$ cat src/rtl/cfsd_pkg.sv
// ============================================================================
// cfsd_pkg - shared types and constants of the CAN frame serial deframer
// Frame record, request bundle to the output stage and the fixed protocol
// constants of the serial CAN framing.
// ============================================================================
package cfsd_pkg;

    // Framing marks and info byte layout
    localparam logic [7:0] START_MARK     = 8'hAA;
    localparam logic [7:0] END_MARK       = 8'h55;
    localparam logic [7:0] INFO_TYPE_MASK = 8'hC0;
    localparam int         EXT_BIT        = 5;
    localparam int         REM_BIT        = 4;
    localparam logic [3:0] DLC_MAX        = 4'd8;

    // Frame geometry, in bytes
    localparam logic [4:0] MIN_FILL   = 5'd5;
    localparam logic [4:0] HDR_LEN    = 5'd3;   // start, info, end
    localparam logic [4:0] ID_OFF     = 5'd2;   // first id byte
    localparam logic [4:0] STD_ID_LEN = 5'd2;
    localparam logic [4:0] EXT_ID_LEN = 5'd4;
    localparam logic [4:0] LEN_ONE    = 5'd1;

    // Frames per received byte
    localparam logic [1:0] MAX_RESULTS = 2'd3;

    // Output stream widths
    localparam int TDATA_W = 104;
    localparam int TUSER_W = 2;

    typedef struct packed {
        logic [31:0] frame_id;
        logic        is_extended;
        logic        is_remote;
        logic [3:0]  data_length;
        logic [63:0] payload;
        logic        last_of_run;
    } t_frame;

    // Request from the controller to the output register
    typedef struct packed {
        logic   valid;
        t_frame frame;
    } t_push;

endpackage

$ cat src/rtl/cfsd_ram.sv
// ============================================================================
// cfsd_ram - byte buffer storage
// Single write port, single read port, read data registered.
// ============================================================================
module cfsd_ram #(
    parameter int BUFFER_DEPTH = 32
) (
    input  logic                            i_clk,
    input  logic                            i_we,
    input  logic [$clog2(BUFFER_DEPTH)-1:0] i_waddr,
    input  logic [7:0]                      i_wdata,
    input  logic                            i_re,
    input  logic [$clog2(BUFFER_DEPTH)-1:0] i_raddr,
    output logic [7:0]                      o_rdata
);

    logic [7:0] r_mem [BUFFER_DEPTH];
    logic [7:0] r_rdata;

    // Write port
    always_ff @(posedge i_clk) begin
        if (i_we) begin
            r_mem[i_waddr] <= i_wdata;
        end
    end

    // Registered read port
    always_ff @(posedge i_clk) begin
        if (i_re) begin
            r_rdata <= r_mem[i_raddr];
        end
    end

    assign o_rdata = r_rdata;

endmodule

$ cat src/rtl/cfsd_out.sv
// ============================================================================
// cfsd_out - output register stage
// Holds one finished frame for the downstream stream and packs it.
// ============================================================================
module cfsd_out (
    input  logic                           i_clk,
    input  logic                           i_rst_n,
    input  cfsd_pkg::t_push                i_push,
    output logic                           o_free,
    output logic                           o_m_tvalid,
    input  logic                           i_m_tready,
    output logic [cfsd_pkg::TDATA_W-1:0]   o_m_tdata,
    output logic [cfsd_pkg::TUSER_W-1:0]   o_m_tuser,
    output logic                           o_m_tlast
);
    import cfsd_pkg::*;

    logic   r_valid;
    t_frame r_frame;

    // Slot can take a request when empty or being drained this cycle
    assign o_free = !r_valid || i_m_tready;

    always_ff @(posedge i_clk) begin
        if (!i_rst_n) begin
            r_valid <= 1'b0;
        end else if (i_push.valid) begin
            r_valid <= 1'b1;
        end else if (i_m_tready) begin
            r_valid <= 1'b0;
        end
    end

    always_ff @(posedge i_clk) begin
        if (i_push.valid) begin
            r_frame <= i_push.frame;
        end
    end

    // tdata: frame_id, data_length, payload, zero fill
    assign o_m_tvalid = r_valid;
    assign o_m_tdata  = {4'b0, r_frame.payload, r_frame.data_length, r_frame.frame_id};
    assign o_m_tuser  = {r_frame.is_remote, r_frame.is_extended};
    assign o_m_tlast  = r_frame.last_of_run;

endmodule

$ cat src/rtl/cfsd_ctrl.sv
// ============================================================================
// cfsd_ctrl - deframing sequencer
// Keeps the byte buffer as a circular queue (head and fill count), scans it
// through the buffer's read port and assembles frames byte by byte.
// ============================================================================
module cfsd_ctrl #(
    parameter int BUFFER_DEPTH = 32
) (
    input  logic                            i_clk,
    input  logic                            i_rst_n,
    input  logic                            i_s_tvalid,
    output logic                            o_s_tready,
    input  logic [7:0]                      i_s_tdata,
    output logic                            o_we,
    output logic [$clog2(BUFFER_DEPTH)-1:0] o_waddr,
    output logic [7:0]                      o_wdata,
    output logic                            o_re,
    output logic [$clog2(BUFFER_DEPTH)-1:0] o_raddr,
    input  logic [7:0]                      i_rdata,
    output cfsd_pkg::t_push                 o_push,
    input  logic                            i_out_free
);
    import cfsd_pkg::*;

    localparam int AW = $clog2(BUFFER_DEPTH);
    localparam int CW = $clog2(BUFFER_DEPTH + 1);
    localparam logic [AW:0]   DEPTH_W = (AW+1)'(BUFFER_DEPTH);
    localparam logic [CW-1:0] DEPTH_C = CW'(BUFFER_DEPTH);
    localparam logic [CW-1:0] FILL_ONE = CW'(1);

    localparam logic [3:0] S_IDLE     = 4'd0;
    localparam logic [3:0] S_SCAN_RD  = 4'd1;
    localparam logic [3:0] S_SCAN_CHK = 4'd2;
    localparam logic [3:0] S_INFO     = 4'd3;
    localparam logic [3:0] S_PAD      = 4'd4;
    localparam logic [3:0] S_PLAIN    = 4'd5;
    localparam logic [3:0] S_ASM      = 4'd6;
    localparam logic [3:0] S_EMIT     = 4'd7;
    localparam logic [3:0] S_FLUSH    = 4'd8;

    // Circular address: base plus offset, offset below the depth
    function automatic logic [AW-1:0] f_wrap(input logic [AW-1:0] base,
                                              input logic [AW-1:0] off);
        logic [AW:0] sum;
        sum = {1'b0, base} + {1'b0, off};
        if (sum >= DEPTH_W) begin
            sum = sum - DEPTH_W;
        end
        return sum[AW-1:0];
    endfunction

    logic [3:0]    r_state, n_state;
    logic [AW-1:0] r_head, n_head;
    logic [CW-1:0] r_fill, n_fill;
    logic [1:0]    r_nres, n_nres;
    logic          r_rd_vld, n_rd_vld;
    logic          r_pend_valid, n_pend_valid;
    t_frame        r_pend, n_pend;
    logic          r_ext, n_ext;
    logic          r_rem, n_rem;
    logic [3:0]    r_dlc, n_dlc;
    logic [4:0]    r_plain, n_plain;
    logic [4:0]    r_pad, n_pad;
    logic [4:0]    r_total, n_total;
    logic [4:0]    r_k, n_k;
    logic [4:0]    r_cap_off, n_cap_off;
    logic [31:0]   r_id, n_id;
    logic [63:0]   r_pay, n_pay;

    logic          w_full;
    logic [AW-1:0] w_head_inc;
    logic [4:0]    w_rd_off;
    logic          w_info_ok;
    logic [4:0]    w_idlen;
    logic [4:0]    w_plain;
    logic [4:0]    w_pad;
    logic [4:0]    w_idx;
    logic [4:0]    w_idlen_r;
    logic [4:0]    w_pay_idx;

    assign w_full     = (r_fill == DEPTH_C);
    assign w_head_inc = f_wrap(r_head, AW'(1));

    // Write side: a new byte overwrites the oldest entry when full
    assign o_s_tready = (r_state == S_IDLE);
    assign o_we       = o_s_tready && i_s_tvalid;
    assign o_wdata    = i_s_tdata;
    assign o_waddr    = w_full ? r_head : f_wrap(r_head, r_fill[AW-1:0]);

    assign o_raddr    = f_wrap(r_head, AW'(w_rd_off));

    // Info byte decode on live read data
    assign w_info_ok = ((i_rdata & INFO_TYPE_MASK) == INFO_TYPE_MASK)
                       && (i_rdata[3:0] <= DLC_MAX);
    assign w_idlen   = i_rdata[EXT_BIT] ? EXT_ID_LEN : STD_ID_LEN;
    assign w_plain   = HDR_LEN + w_idlen + {1'b0, i_rdata[3:0]};
    assign w_pad     = w_plain + LEN_ONE;

    // Lane of a captured frame byte
    assign w_idx     = r_cap_off - ID_OFF;
    assign w_idlen_r = r_ext ? EXT_ID_LEN : STD_ID_LEN;
    assign w_pay_idx = w_idx - w_idlen_r;

    // Sequencer
    always_comb begin
        n_state      = r_state;
        n_head       = r_head;
        n_fill       = r_fill;
        n_nres       = r_nres;
        n_rd_vld     = r_rd_vld;
        n_pend_valid = r_pend_valid;
        n_pend       = r_pend;
        n_ext        = r_ext;
        n_rem        = r_rem;
        n_dlc        = r_dlc;
        n_plain      = r_plain;
        n_pad        = r_pad;
        n_total      = r_total;
        n_k          = r_k;
        n_cap_off    = r_cap_off;
        n_id         = r_id;
        n_pay        = r_pay;
        o_re         = 1'b0;
        w_rd_off     = '0;
        o_push.valid = 1'b0;
        o_push.frame = r_pend;

        unique case (r_state)
            S_IDLE: begin
                if (i_s_tvalid) begin
                    if (w_full) begin
                        n_head = w_head_inc;
                    end else begin
                        n_fill = r_fill + FILL_ONE;
                    end
                    n_nres  = '0;
                    n_state = S_SCAN_RD;
                end
            end
            S_SCAN_RD: begin
                if (r_fill == '0) begin
                    n_state = S_FLUSH;
                end else begin
                    o_re    = 1'b1;
                    n_state = S_SCAN_CHK;
                end
            end
            S_SCAN_CHK: begin
                if (i_rdata != START_MARK) begin
                    // skip one byte, fetch the next in the same cycle
                    n_head = w_head_inc;
                    n_fill = r_fill - FILL_ONE;
                    if (r_fill == FILL_ONE) begin
                        n_state = S_FLUSH;
                    end else begin
                        o_re     = 1'b1;
                        w_rd_off = LEN_ONE;
                    end
                end else if (r_fill < CW'(MIN_FILL)) begin
                    n_state = S_FLUSH;
                end else begin
                    o_re     = 1'b1;
                    w_rd_off = LEN_ONE;
                    n_state  = S_INFO;
                end
            end
            S_INFO: begin
                n_ext   = i_rdata[EXT_BIT];
                n_rem   = i_rdata[REM_BIT];
                n_dlc   = i_rdata[3:0];
                n_plain = w_plain;
                n_pad   = w_pad;
                if (!w_info_ok) begin
                    n_head  = w_head_inc;
                    n_fill  = r_fill - FILL_ONE;
                    n_state = S_FLUSH;
                end else if (r_fill >= CW'(w_pad)) begin
                    o_re     = 1'b1;
                    w_rd_off = w_pad - LEN_ONE;
                    n_state  = S_PAD;
                end else if (r_fill >= CW'(w_plain)) begin
                    o_re     = 1'b1;
                    w_rd_off = w_plain - LEN_ONE;
                    n_state  = S_PLAIN;
                end else begin
                    n_state = S_FLUSH;
                end
            end
            S_PAD: begin
                if (i_rdata == END_MARK) begin
                    n_total  = r_pad;
                    n_k      = ID_OFF;
                    n_rd_vld = 1'b0;
                    n_id     = '0;
                    n_pay    = '0;
                    n_state  = S_ASM;
                end else begin
                    // padded length fits, so the unpadded one does too
                    o_re     = 1'b1;
                    w_rd_off = r_plain - LEN_ONE;
                    n_state  = S_PLAIN;
                end
            end
            S_PLAIN: begin
                if (i_rdata == END_MARK) begin
                    n_total  = r_plain;
                    n_k      = ID_OFF;
                    n_rd_vld = 1'b0;
                    n_id     = '0;
                    n_pay    = '0;
                    n_state  = S_ASM;
                end else begin
                    if (r_fill > CW'(r_pad)) begin
                        n_head = w_head_inc;
                        n_fill = r_fill - FILL_ONE;
                    end
                    n_state = S_FLUSH;
                end
            end
            S_ASM: begin
                // capture the byte fetched last cycle
                if (r_rd_vld) begin
                    if (w_idx < w_idlen_r) begin
                        for (int j = 0; j < 4; j++) begin
                            if (w_idx[1:0] == 2'(j)) begin
                                n_id[j*8 +: 8] = i_rdata;
                            end
                        end
                    end else begin
                        for (int j = 0; j < 8; j++) begin
                            if (w_pay_idx[2:0] == 3'(j)) begin
                                n_pay[j*8 +: 8] = i_rdata;
                            end
                        end
                    end
                end
                // fetch id and data bytes, up to the last data byte
                if (r_k != (r_plain - LEN_ONE)) begin
                    o_re      = 1'b1;
                    w_rd_off  = r_k;
                    n_cap_off = r_k;
                    n_rd_vld  = 1'b1;
                    n_k       = r_k + LEN_ONE;
                end else begin
                    n_rd_vld = 1'b0;
                    if (!r_rd_vld) begin
                        n_state = S_EMIT;
                    end
                end
            end
            S_EMIT: begin
                // older frame goes out, this one waits to learn if it is last
                if (!r_pend_valid || i_out_free) begin
                    o_push.valid = r_pend_valid;
                    n_pend_valid = 1'b1;
                    n_pend.frame_id    = r_id;
                    n_pend.is_extended = r_ext;
                    n_pend.is_remote   = r_rem;
                    n_pend.data_length = r_dlc;
                    n_pend.payload     = r_pay;
                    n_pend.last_of_run = 1'b0;
                    n_head = f_wrap(r_head, AW'(r_total));
                    n_fill = r_fill - CW'(r_total);
                    n_nres = r_nres + 2'd1;
                    if (r_nres == (MAX_RESULTS - 2'd1)) begin
                        n_state = S_FLUSH;
                    end else begin
                        n_state = S_SCAN_RD;
                    end
                end
            end
            S_FLUSH: begin
                if (!r_pend_valid) begin
                    n_state = S_IDLE;
                end else if (i_out_free) begin
                    o_push.valid = 1'b1;
                    o_push.frame.last_of_run = 1'b1;
                    n_pend_valid = 1'b0;
                    n_state      = S_IDLE;
                end
            end
            default: begin
                n_state = S_IDLE;
            end
        endcase
    end

    // Control state
    always_ff @(posedge i_clk) begin
        if (!i_rst_n) begin
            r_state      <= S_IDLE;
            r_head       <= '0;
            r_fill       <= '0;
            r_nres       <= '0;
            r_rd_vld     <= 1'b0;
            r_pend_valid <= 1'b0;
        end else begin
            r_state      <= n_state;
            r_head       <= n_head;
            r_fill       <= n_fill;
            r_nres       <= n_nres;
            r_rd_vld     <= n_rd_vld;
            r_pend_valid <= n_pend_valid;
        end
    end

    // Working registers of the current frame
    always_ff @(posedge i_clk) begin
        r_pend    <= n_pend;
        r_ext     <= n_ext;
        r_rem     <= n_rem;
        r_dlc     <= n_dlc;
        r_plain   <= n_plain;
        r_pad     <= n_pad;
        r_total   <= n_total;
        r_k       <= n_k;
        r_cap_off <= n_cap_off;
        r_id      <= n_id;
        r_pay     <= n_pay;
    end

    // Checks
    a_fill_bound: assert property (@(posedge i_clk) disable iff (!i_rst_n)
        r_fill <= DEPTH_C)
        else $error("fill count beyond buffer depth");

    a_head_bound: assert property (@(posedge i_clk) disable iff (!i_rst_n)
        {1'b0, r_head} < DEPTH_W)
        else $error("head pointer outside buffer");

    a_push_free: assert property (@(posedge i_clk) disable iff (!i_rst_n)
        o_push.valid |-> i_out_free)
        else $error("request to a busy output register");

    a_idle_no_pend: assert property (@(posedge i_clk) disable iff (!i_rst_n)
        (r_state == S_IDLE) |-> !r_pend_valid)
        else $error("frame left pending while taking a new byte");

    a_frame_fits: assert property (@(posedge i_clk) disable iff (!i_rst_n)
        (r_state == S_ASM) |-> (r_fill >= CW'(r_total)))
        else $error("frame longer than buffered bytes");

endmodule

$ cat src/rtl/can_frame_serial_deframer_unit.sv
// ============================================================================
// can_frame_serial_deframer_unit - CAN frame deframer for a serial byte link
// Buffers received bytes and extracts start/info/id/data/end framed CAN
// frames, up to three frames per received byte.
// ============================================================================
// One received byte is taken per request; the unit then works on it alone
// until every frame it releases has been handed to the output register.
// For each frame the sequencer skips bytes until a start mark, checks the
// info byte, looks for the end mark at the padded length and then at the
// unpadded one, and fetches the id and data bytes; a frame also waits
// while the output register is still full. The sequencer reads the byte
// buffer through its single read port, one byte per cycle at most. The
// buffer needs no clearing after reset: only entries below the fill count
// are ever read. The last frame of a byte's run is marked with tlast; it
// is held until the unit knows no further frame follows, so a frame leaves
// one extraction attempt late.
// ============================================================================
module can_frame_serial_deframer_unit #(
    parameter int BUFFER_DEPTH = 32
) (
    input  logic                          i_clk,
    input  logic                          i_rst_n,
    input  logic                          i_s_tvalid,
    output logic                          o_s_tready,
    input  logic [7:0]                    i_s_tdata,   // [7:0] rx_byte
    output logic                          o_m_tvalid,
    input  logic                          i_m_tready,
    // [31:0] frame_id, [35:32] data_length, [99:36] payload, [103:100] zero
    output logic [cfsd_pkg::TDATA_W-1:0]  o_m_tdata,
    // [0] is_extended, [1] is_remote
    output logic [cfsd_pkg::TUSER_W-1:0]  o_m_tuser,
    output logic                          o_m_tlast    // last_of_run
);
    import cfsd_pkg::*;

    localparam int AW = $clog2(BUFFER_DEPTH);

    logic          w_we;
    logic [AW-1:0] w_waddr;
    logic [7:0]    w_wdata;
    logic          w_re;
    logic [AW-1:0] w_raddr;
    logic [7:0]    w_rdata;
    t_push         w_push;
    logic          w_out_free;

    cfsd_ram #(
        .BUFFER_DEPTH (BUFFER_DEPTH)
    ) u_ram (
        .i_clk   (i_clk),
        .i_we    (w_we),
        .i_waddr (w_waddr),
        .i_wdata (w_wdata),
        .i_re    (w_re),
        .i_raddr (w_raddr),
        .o_rdata (w_rdata)
    );

    cfsd_ctrl #(
        .BUFFER_DEPTH (BUFFER_DEPTH)
    ) u_ctrl (
        .i_clk      (i_clk),
        .i_rst_n    (i_rst_n),
        .i_s_tvalid (i_s_tvalid),
        .o_s_tready (o_s_tready),
        .i_s_tdata  (i_s_tdata),
        .o_we       (w_we),
        .o_waddr    (w_waddr),
        .o_wdata    (w_wdata),
        .o_re       (w_re),
        .o_raddr    (w_raddr),
        .i_rdata    (w_rdata),
        .o_push     (w_push),
        .i_out_free (w_out_free)
    );

    cfsd_out u_out (
        .i_clk      (i_clk),
        .i_rst_n    (i_rst_n),
        .i_push     (w_push),
        .o_free     (w_out_free),
        .o_m_tvalid (o_m_tvalid),
        .i_m_tready (i_m_tready),
        .o_m_tdata  (o_m_tdata),
        .o_m_tuser  (o_m_tuser),
        .o_m_tlast  (o_m_tlast)
    );

endmodule
$ cat config.mk
export PLATFORM = sky130hd
export DESIGN_NAME = can_frame_serial_deframer_unit
export DESIGN_NICKNAME = d
export VERILOG_FILES = /design/src/rtl/cfsd_pkg.sv /design/src/rtl/cfsd_ram.sv /design/src/rtl/cfsd_out.sv /design/src/rtl/cfsd_ctrl.sv /design/src/rtl/can_frame_serial_deframer_unit.sv
export SDC_FILE = /design/constraint.sdc
export NUM_CORES = 1
export LEC_CHECK = 0
export BUFFER_PORTS_ARGS = -buffer_cell sky130_fd_sc_hd__buf_4
export CAP_MARGIN = 20
export CORE_MARGIN = 4
export CORE_UTILIZATION = 55
export CTS_BUF_LIST = sky130_fd_sc_hd__clkbuf_8
export CTS_CLUSTER_SIZE = 24
export DETAILED_ROUTE_END_ITERATION = 7
export PLACE_DENSITY = 0.73
export SLEW_MARGIN = 30
export SYNTH_ARGS = -nofsm -noshare
export SYNTH_HDL_FRONTEND = slang
export SYNTH_SLANG_ARGS = --single-unit
$ cat constraint.sdc
create_clock -name i_clk -period 9.9 [get_ports i_clk]
set_clock_uncertainty 0.05 [all_clocks]
set_input_delay 2.97 -clock i_clk [delete_from_list [all_inputs] [get_ports i_clk]]
set_output_delay 2.97 -clock i_clk [all_outputs]
set_load 0.02 [all_outputs]
==> flow_summary.html <==
<table>
<tr><th>Metric</th><th>Value</th></tr>
<tr><th colspan="2">Finish</th></tr>
<tr><td>Antenna diodes</td><td>0</td></tr>
<tr><td>Final instance area</td><td>27100 um^2</td></tr>
<tr><td>Nets</td><td>1555</td></tr>
<tr><td>Ratio of cells with drive above 1 in the final layout</td><td>22.2%</td></tr>
<tr><td>Area overhead of the layout relative to synthesis</td><td>14.2%</td></tr>
<tr><th colspan="2">Route</th></tr>
<tr><td>Drt first pass iters</td><td>5</td></tr>
<tr><td>Drt via density</td><td>5.60</td></tr>
<tr><td>Detailed-route wire length per cell</td><td>21.1 um</td></tr>
<tr><td>Remaining DRCs</td><td>0</td></tr>
<tr><td>Total vias in the final route</td><td>12000</td></tr>
<tr><td>Detailed router's first-iteration violation count</td><td>1175</td></tr>
<tr><td>Final ANT Viol Nets</td><td>0</td></tr>
<tr><td>Total Wirelength</td><td>45100 um</td></tr>
<tr><th colspan="2">Placed design</th></tr>
<tr><td>Final weighted congestion of routability-driven global placement</td><td>0.899</td></tr>
<tr><td>Buffers added on ports</td><td>116</td></tr>
<tr><td>Total cell area at the placement stage</td><td>25300 um^2</td></tr>
<tr><td>HPWL after DPL</td><td>29100 um</td></tr>
<tr><th colspan="2">GRT</th></tr>
<tr><td>Number of global-route vias before repair</td><td>12200</td></tr>
<tr><td>Wire length of the first global-routing pass</td><td>69400 um</td></tr>
<tr><td>Total routing resource utilization after global routing</td><td>19.6%</td></tr>
<tr><td>Pin count of the biggest net entering global routing</td><td>90</td></tr>
<tr><td>GRT Residual Overflow</td><td>0</td></tr>
<tr><td>Antenna violations before repair</td><td>0</td></tr>
<tr><th colspan="2">Timing</th></tr>
<tr><td>Headroom to the max-slew limit</td><td>36.8%</td></tr>
<tr><td>Post-route setup TNS</td><td>0 ns</td></tr>
<tr><td>Unrepaired setup endpoints after global routing</td><td>no</td></tr>
<tr><td>Fraction of the cycle the final worst path needs</td><td>70.4%</td></tr>
<tr><td>Highest achievable clock rate</td><td>143 MHz</td></tr>
<tr><td>Fin crit period</td><td>6.97 ns</td></tr>
<tr><td>Count of pins over their slew limit</td><td>0</td></tr>
<tr><td>Setup violation total in the final timing report</td><td>0</td></tr>
<tr><td>Count of endpoints failing hold in the final timing report</td><td>0</td></tr>
<tr><td>Transition time of the tightest slew-check pin</td><td>0.945 ns</td></tr>
<tr><td>Worst hold slack after final layout</td><td>0.353 ns</td></tr>
<tr><th colspan="2">Power and ir drop</th></tr>
<tr><td>Maximum ir drop on the vdd rail</td><td>219 uV</td></tr>
<tr><td>Pwr dens</td><td>288 nW/um^2</td></tr>
<tr><td>Leakage</td><td>0.00931 uW</td></tr>
<tr><th colspan="2">CTS</th></tr>
<tr><td>Clock-pin slew on the worst setup and hold paths</td><td>0.06 ns</td></tr>
<tr><td>CTS resizes</td><td>0</td></tr>
<tr><td>Number of clock sinks</td><td>615</td></tr>
<tr><td>Post-CTS Setup Repair Bufs</td><td>0</td></tr>
<tr><td>TritonCTS clock tree</td><td>yes</td></tr>
<tr><td>Depth of the CTS H-tree</td><td>3</td></tr>
<tr><td>Cts hold-fix bufs</td><td>0</td></tr>
<tr><td>Largest buffer count on any clock path</td><td>3</td></tr>
<tr><td>CTS Root Cell</td><td>clkbuf_8</td></tr>
<tr><td>Number of buffers created by CTS</td><td>92</td></tr>
<tr><td>Insertion delay of the later-clocked pin in the worst-skew pair</td><td>0.67 ns</td></tr>
<tr><th colspan="2">Die</th></tr>
<tr><td>Core Rows</td><td>75</td></tr>
<tr><td>Y dimension of the die</td><td>216 um</td></tr>
<tr><td>Die area</td><td>46500 um^2</td></tr>
<tr><td>Area of the placeable core</td><td>42300 um^2</td></tr>
<tr><td>Die width</td><td>216 um</td></tr>
<tr><td>Top-level I/O count</td><td>121</td></tr>
<tr><td>Initial Utilization</td><td>56.1%</td></tr>
<tr><th colspan="2">Synth</th></tr>
<tr><td>Most area-consuming cells after synthesis</td><td>edfxtp_1, mux4_2, ha_1</td></tr>
<tr><td>Fraction of the yosys area taken by sequential cells</td><td>77.0%</td></tr>
<tr><td>Yosys top cell area share</td><td>75.3%</td></tr>
<tr><td>Proportion of synthesized flip-flops having asynchronous set or reset</td><td>0%</td></tr>
<tr><td>Cell area after synthesis</td><td>23700 um^2</td></tr>
<tr><td>Dominant cell by count in the synthesized netlist</td><td>edfxtp_1</td></tr>
<tr><td>Count of flip-flops with a built-in enable after synthesis</td><td>595</td></tr>
<tr><td>Count of state elements after synthesis</td><td>615</td></tr>
<tr><td>Synth warnings</td><td>0</td></tr>
<tr><td>Leading area contributor after synthesis</td><td>edfxtp_1</td></tr>
<tr><td>Instance count of the mapped netlist</td><td>1309</td></tr>
<tr><td>Mean post-synth cell area</td><td>18.1 um^2</td></tr>
<tr><td>Library cells used by synthesis</td><td>71</td></tr>
<tr><td>Dominant synthesized flop cell</td><td>edfxtp_1</td></tr>
<tr><td>Commonest cells post-synth</td><td>edfxtp_1, nor2_1, mux4_2</td></tr>
<tr><th colspan="2">Min path</th></tr>
<tr><td>Classification of the worst-slack hold path</td><td>flop to flop</td></tr>
<tr><th colspan="2">Critical path</th></tr>
<tr><td>Data required time of the critical path</td><td>10.24 ns</td></tr>
<tr><td>Slowest cell on the critical path</td><td>fa_4</td></tr>
<tr><td>Peak per-stage delay on the critical path</td><td>1.28 ns</td></tr>
<tr><td>Internal reg-to-reg setup slack</td><td>2.93 ns</td></tr>
<tr><td>FF-to-FF End</td><td>u_ram.o_rdata[1]</td></tr>
<tr><td>Type of the setup path with the least slack</td><td>flop to flop</td></tr>
<tr><td>Critical path capture point</td><td>u_ram.o_rdata[1]</td></tr>
<tr><td>Launch point of the worst path</td><td>u_ram.o_rdata[2]</td></tr>
<tr><td>Type of element capturing the critical path</td><td>flop</td></tr>
<tr><td>Cells along the critical path</td><td>ha_1, ha_1, xor2_1, nand3_1, xnor2_1, inv_1, ha_1, a2111oi_0, nor3_1, o31ai_4, and3_1, a21oi_1, a31oi_1, o221ai_1, fa_4, buf_4, mux4_2, mux2_2, a21oi_1, mux2i_1</td></tr>
<tr><td>Most used cell, CP</td><td>ha_1</td></tr>
<tr><td>Crit start category</td><td>flop</td></tr>
<tr><td>Critical-path maximum fanout</td><td>35</td></tr>
<tr><td>Worst Path Arrival</td><td>7.31 ns</td></tr>
<tr><td>Reg2Reg Depth</td><td>20</td></tr>
<tr><td>Reg-to-reg critical path startpoint</td><td>u_ram.o_rdata[2]</td></tr>
<tr><th colspan="2">Outcome</th></tr>
<tr><td>Status</td><td>finished clean</td></tr>
<tr><th colspan="2">Job</th></tr>
<tr><td>Max cap viols</td><td>0</td></tr>
</table>
[per-stage QoR]
step	cells	power [uW]	utilization, %	setup slack [ns]
5_1_grt	2138	8250	64.1	2.42
3_5_place_dp	1975	5900	59.8	2.85
2_1_floorplan	1312	5250	-	0.963
3_3_place_gp	1975	5830	59.8	3.01
4_1_cts	2136	7850	64.0	2.83
6_report	2138	7810	64.1	2.93
[layout by cell type, fill, tap and decap left out, types with 17 or more instances in the layout]
| cell | netlist | final |
|---|---|---|
| a21oi_1 | 61 | 57 |
| buf_4 | 4 | 124 |
| clkbuf_8 | 0 | 101 |
| dfxtp_1 | 20 | 20 |
| edfxtp_1 | 595 | 595 |
| ha_1 | 44 | 43 |
| inv_1 | 43 | 77 |
| mux2_2 | 17 | 17 |
| mux2i_1 | 31 | 31 |
| mux4_2 | 64 | 64 |
| nand2_1 | 45 | 45 |
| nand3_1 | 18 | 18 |
| nor2_1 | 113 | 113 |
| o21ai_0 | 31 | 30 |
[kinds of logic (layout without fill, tap and decap cells)]
kind of cell / after synthesis / in the layout / share of synthesized area (%)
flip-flops: 615 / 615 / 77.0
multiplexers: 112 / 112 / 8.19
other: 1 / 4 / 0.0158
adder cells (fa/ha/maj): 49 / 49 / 2.74
AND/OR/NAND/NOR: 267 / 267 / 5.51
buffers and inverters: 84 / 333 / 1.47
AO/OA/AOI/OAI: 148 / 148 / 3.87
XOR/XNOR: 33 / 33 / 1.25
[worst max-delay path, delay by kind of cell, from the launching register on]
family                   cells  cell delay (ns)
AO/OA/AOI/OAI                6             1.36
XOR/XNOR                     2             0.48
adder cells (fa/ha/maj)      4             2.30
buffers and inverters        2             0.58
flip-flops                   1             0.50
multiplexers                 3             0.76
AND/OR/NAND/NOR              3             0.64
[area by class of cell]
| class | instances | area (um^2) |
|---|---|---|
| Tap cell | 577 | 722 |
| Multi-Input combinational cell | 613 | 5230 |
| Clock buffer | 101 | 1390 |
| Fill cell | 2864 | 15200 |
| Sequential cell | 615 | 18300 |
| Timing Repair Buffer | 128 | 988 |
| Clock inverter | 60 | 358 |
| Inverter | 44 | 165 |
[report_power, final]
group          total (uW)  switching (uW)  internal [uW]
Combinational        2580            1490           1090
Clock                1940             902           1040
Sequential           3290             136           3150
Total                7810            2530           5280
[sequential cells by signal (all words and copies together), names as in the netlist, 2 cells and up]
signal,flops
u_ram.r_mem,256
u_ctrl.r_total,5
u_ctrl.o_push,102
u_ctrl.r_fill,6
u_out.o_m_tdata,100
u_ctrl.r_pay,64
u_ctrl.r_plain,5
u_ctrl.r_k,5
u_ctrl.r_cap_off,5
u_ctrl.r_pad,5
u_ctrl.r_nres,2
u_ctrl.r_dlc,3
u_ctrl.r_head,5
u_ram.o_rdata,8
u_out.o_m_tuser,2
u_ctrl.r_id,32
u_ctrl.r_state,4
[worst min path at each step]
stage	startpoint	to	slack, ns	cells past startpoint
5_1_grt	u_ctrl.o_push[27]	u_out.o_m_tdata[62]	0.37	0
4_1_cts	u_ctrl.r_id[17]	u_ctrl.o_push[88]	0.35	0
3_5_place_dp	u_ctrl.r_id[30]	u_ctrl.o_push[101]	0.35	0
2_1_floorplan	u_ctrl.r_id[29]	u_ctrl.o_push[100]	0.35	0
6_report	u_ctrl.r_id[17]	u_ctrl.o_push[88]	0.35	0
3_3_place_gp	u_ctrl.r_pay[2]	u_ctrl.o_push[3]	0.35	0
[metal layers]
metal  GRT usage [%]  wire length (um)
met2            33.5             22900
met5               0                 0
met4            7.52              1540
met3            4.70              2890
met1            24.4             17800
No activity file was read; power rests on OpenSTA's default activity.
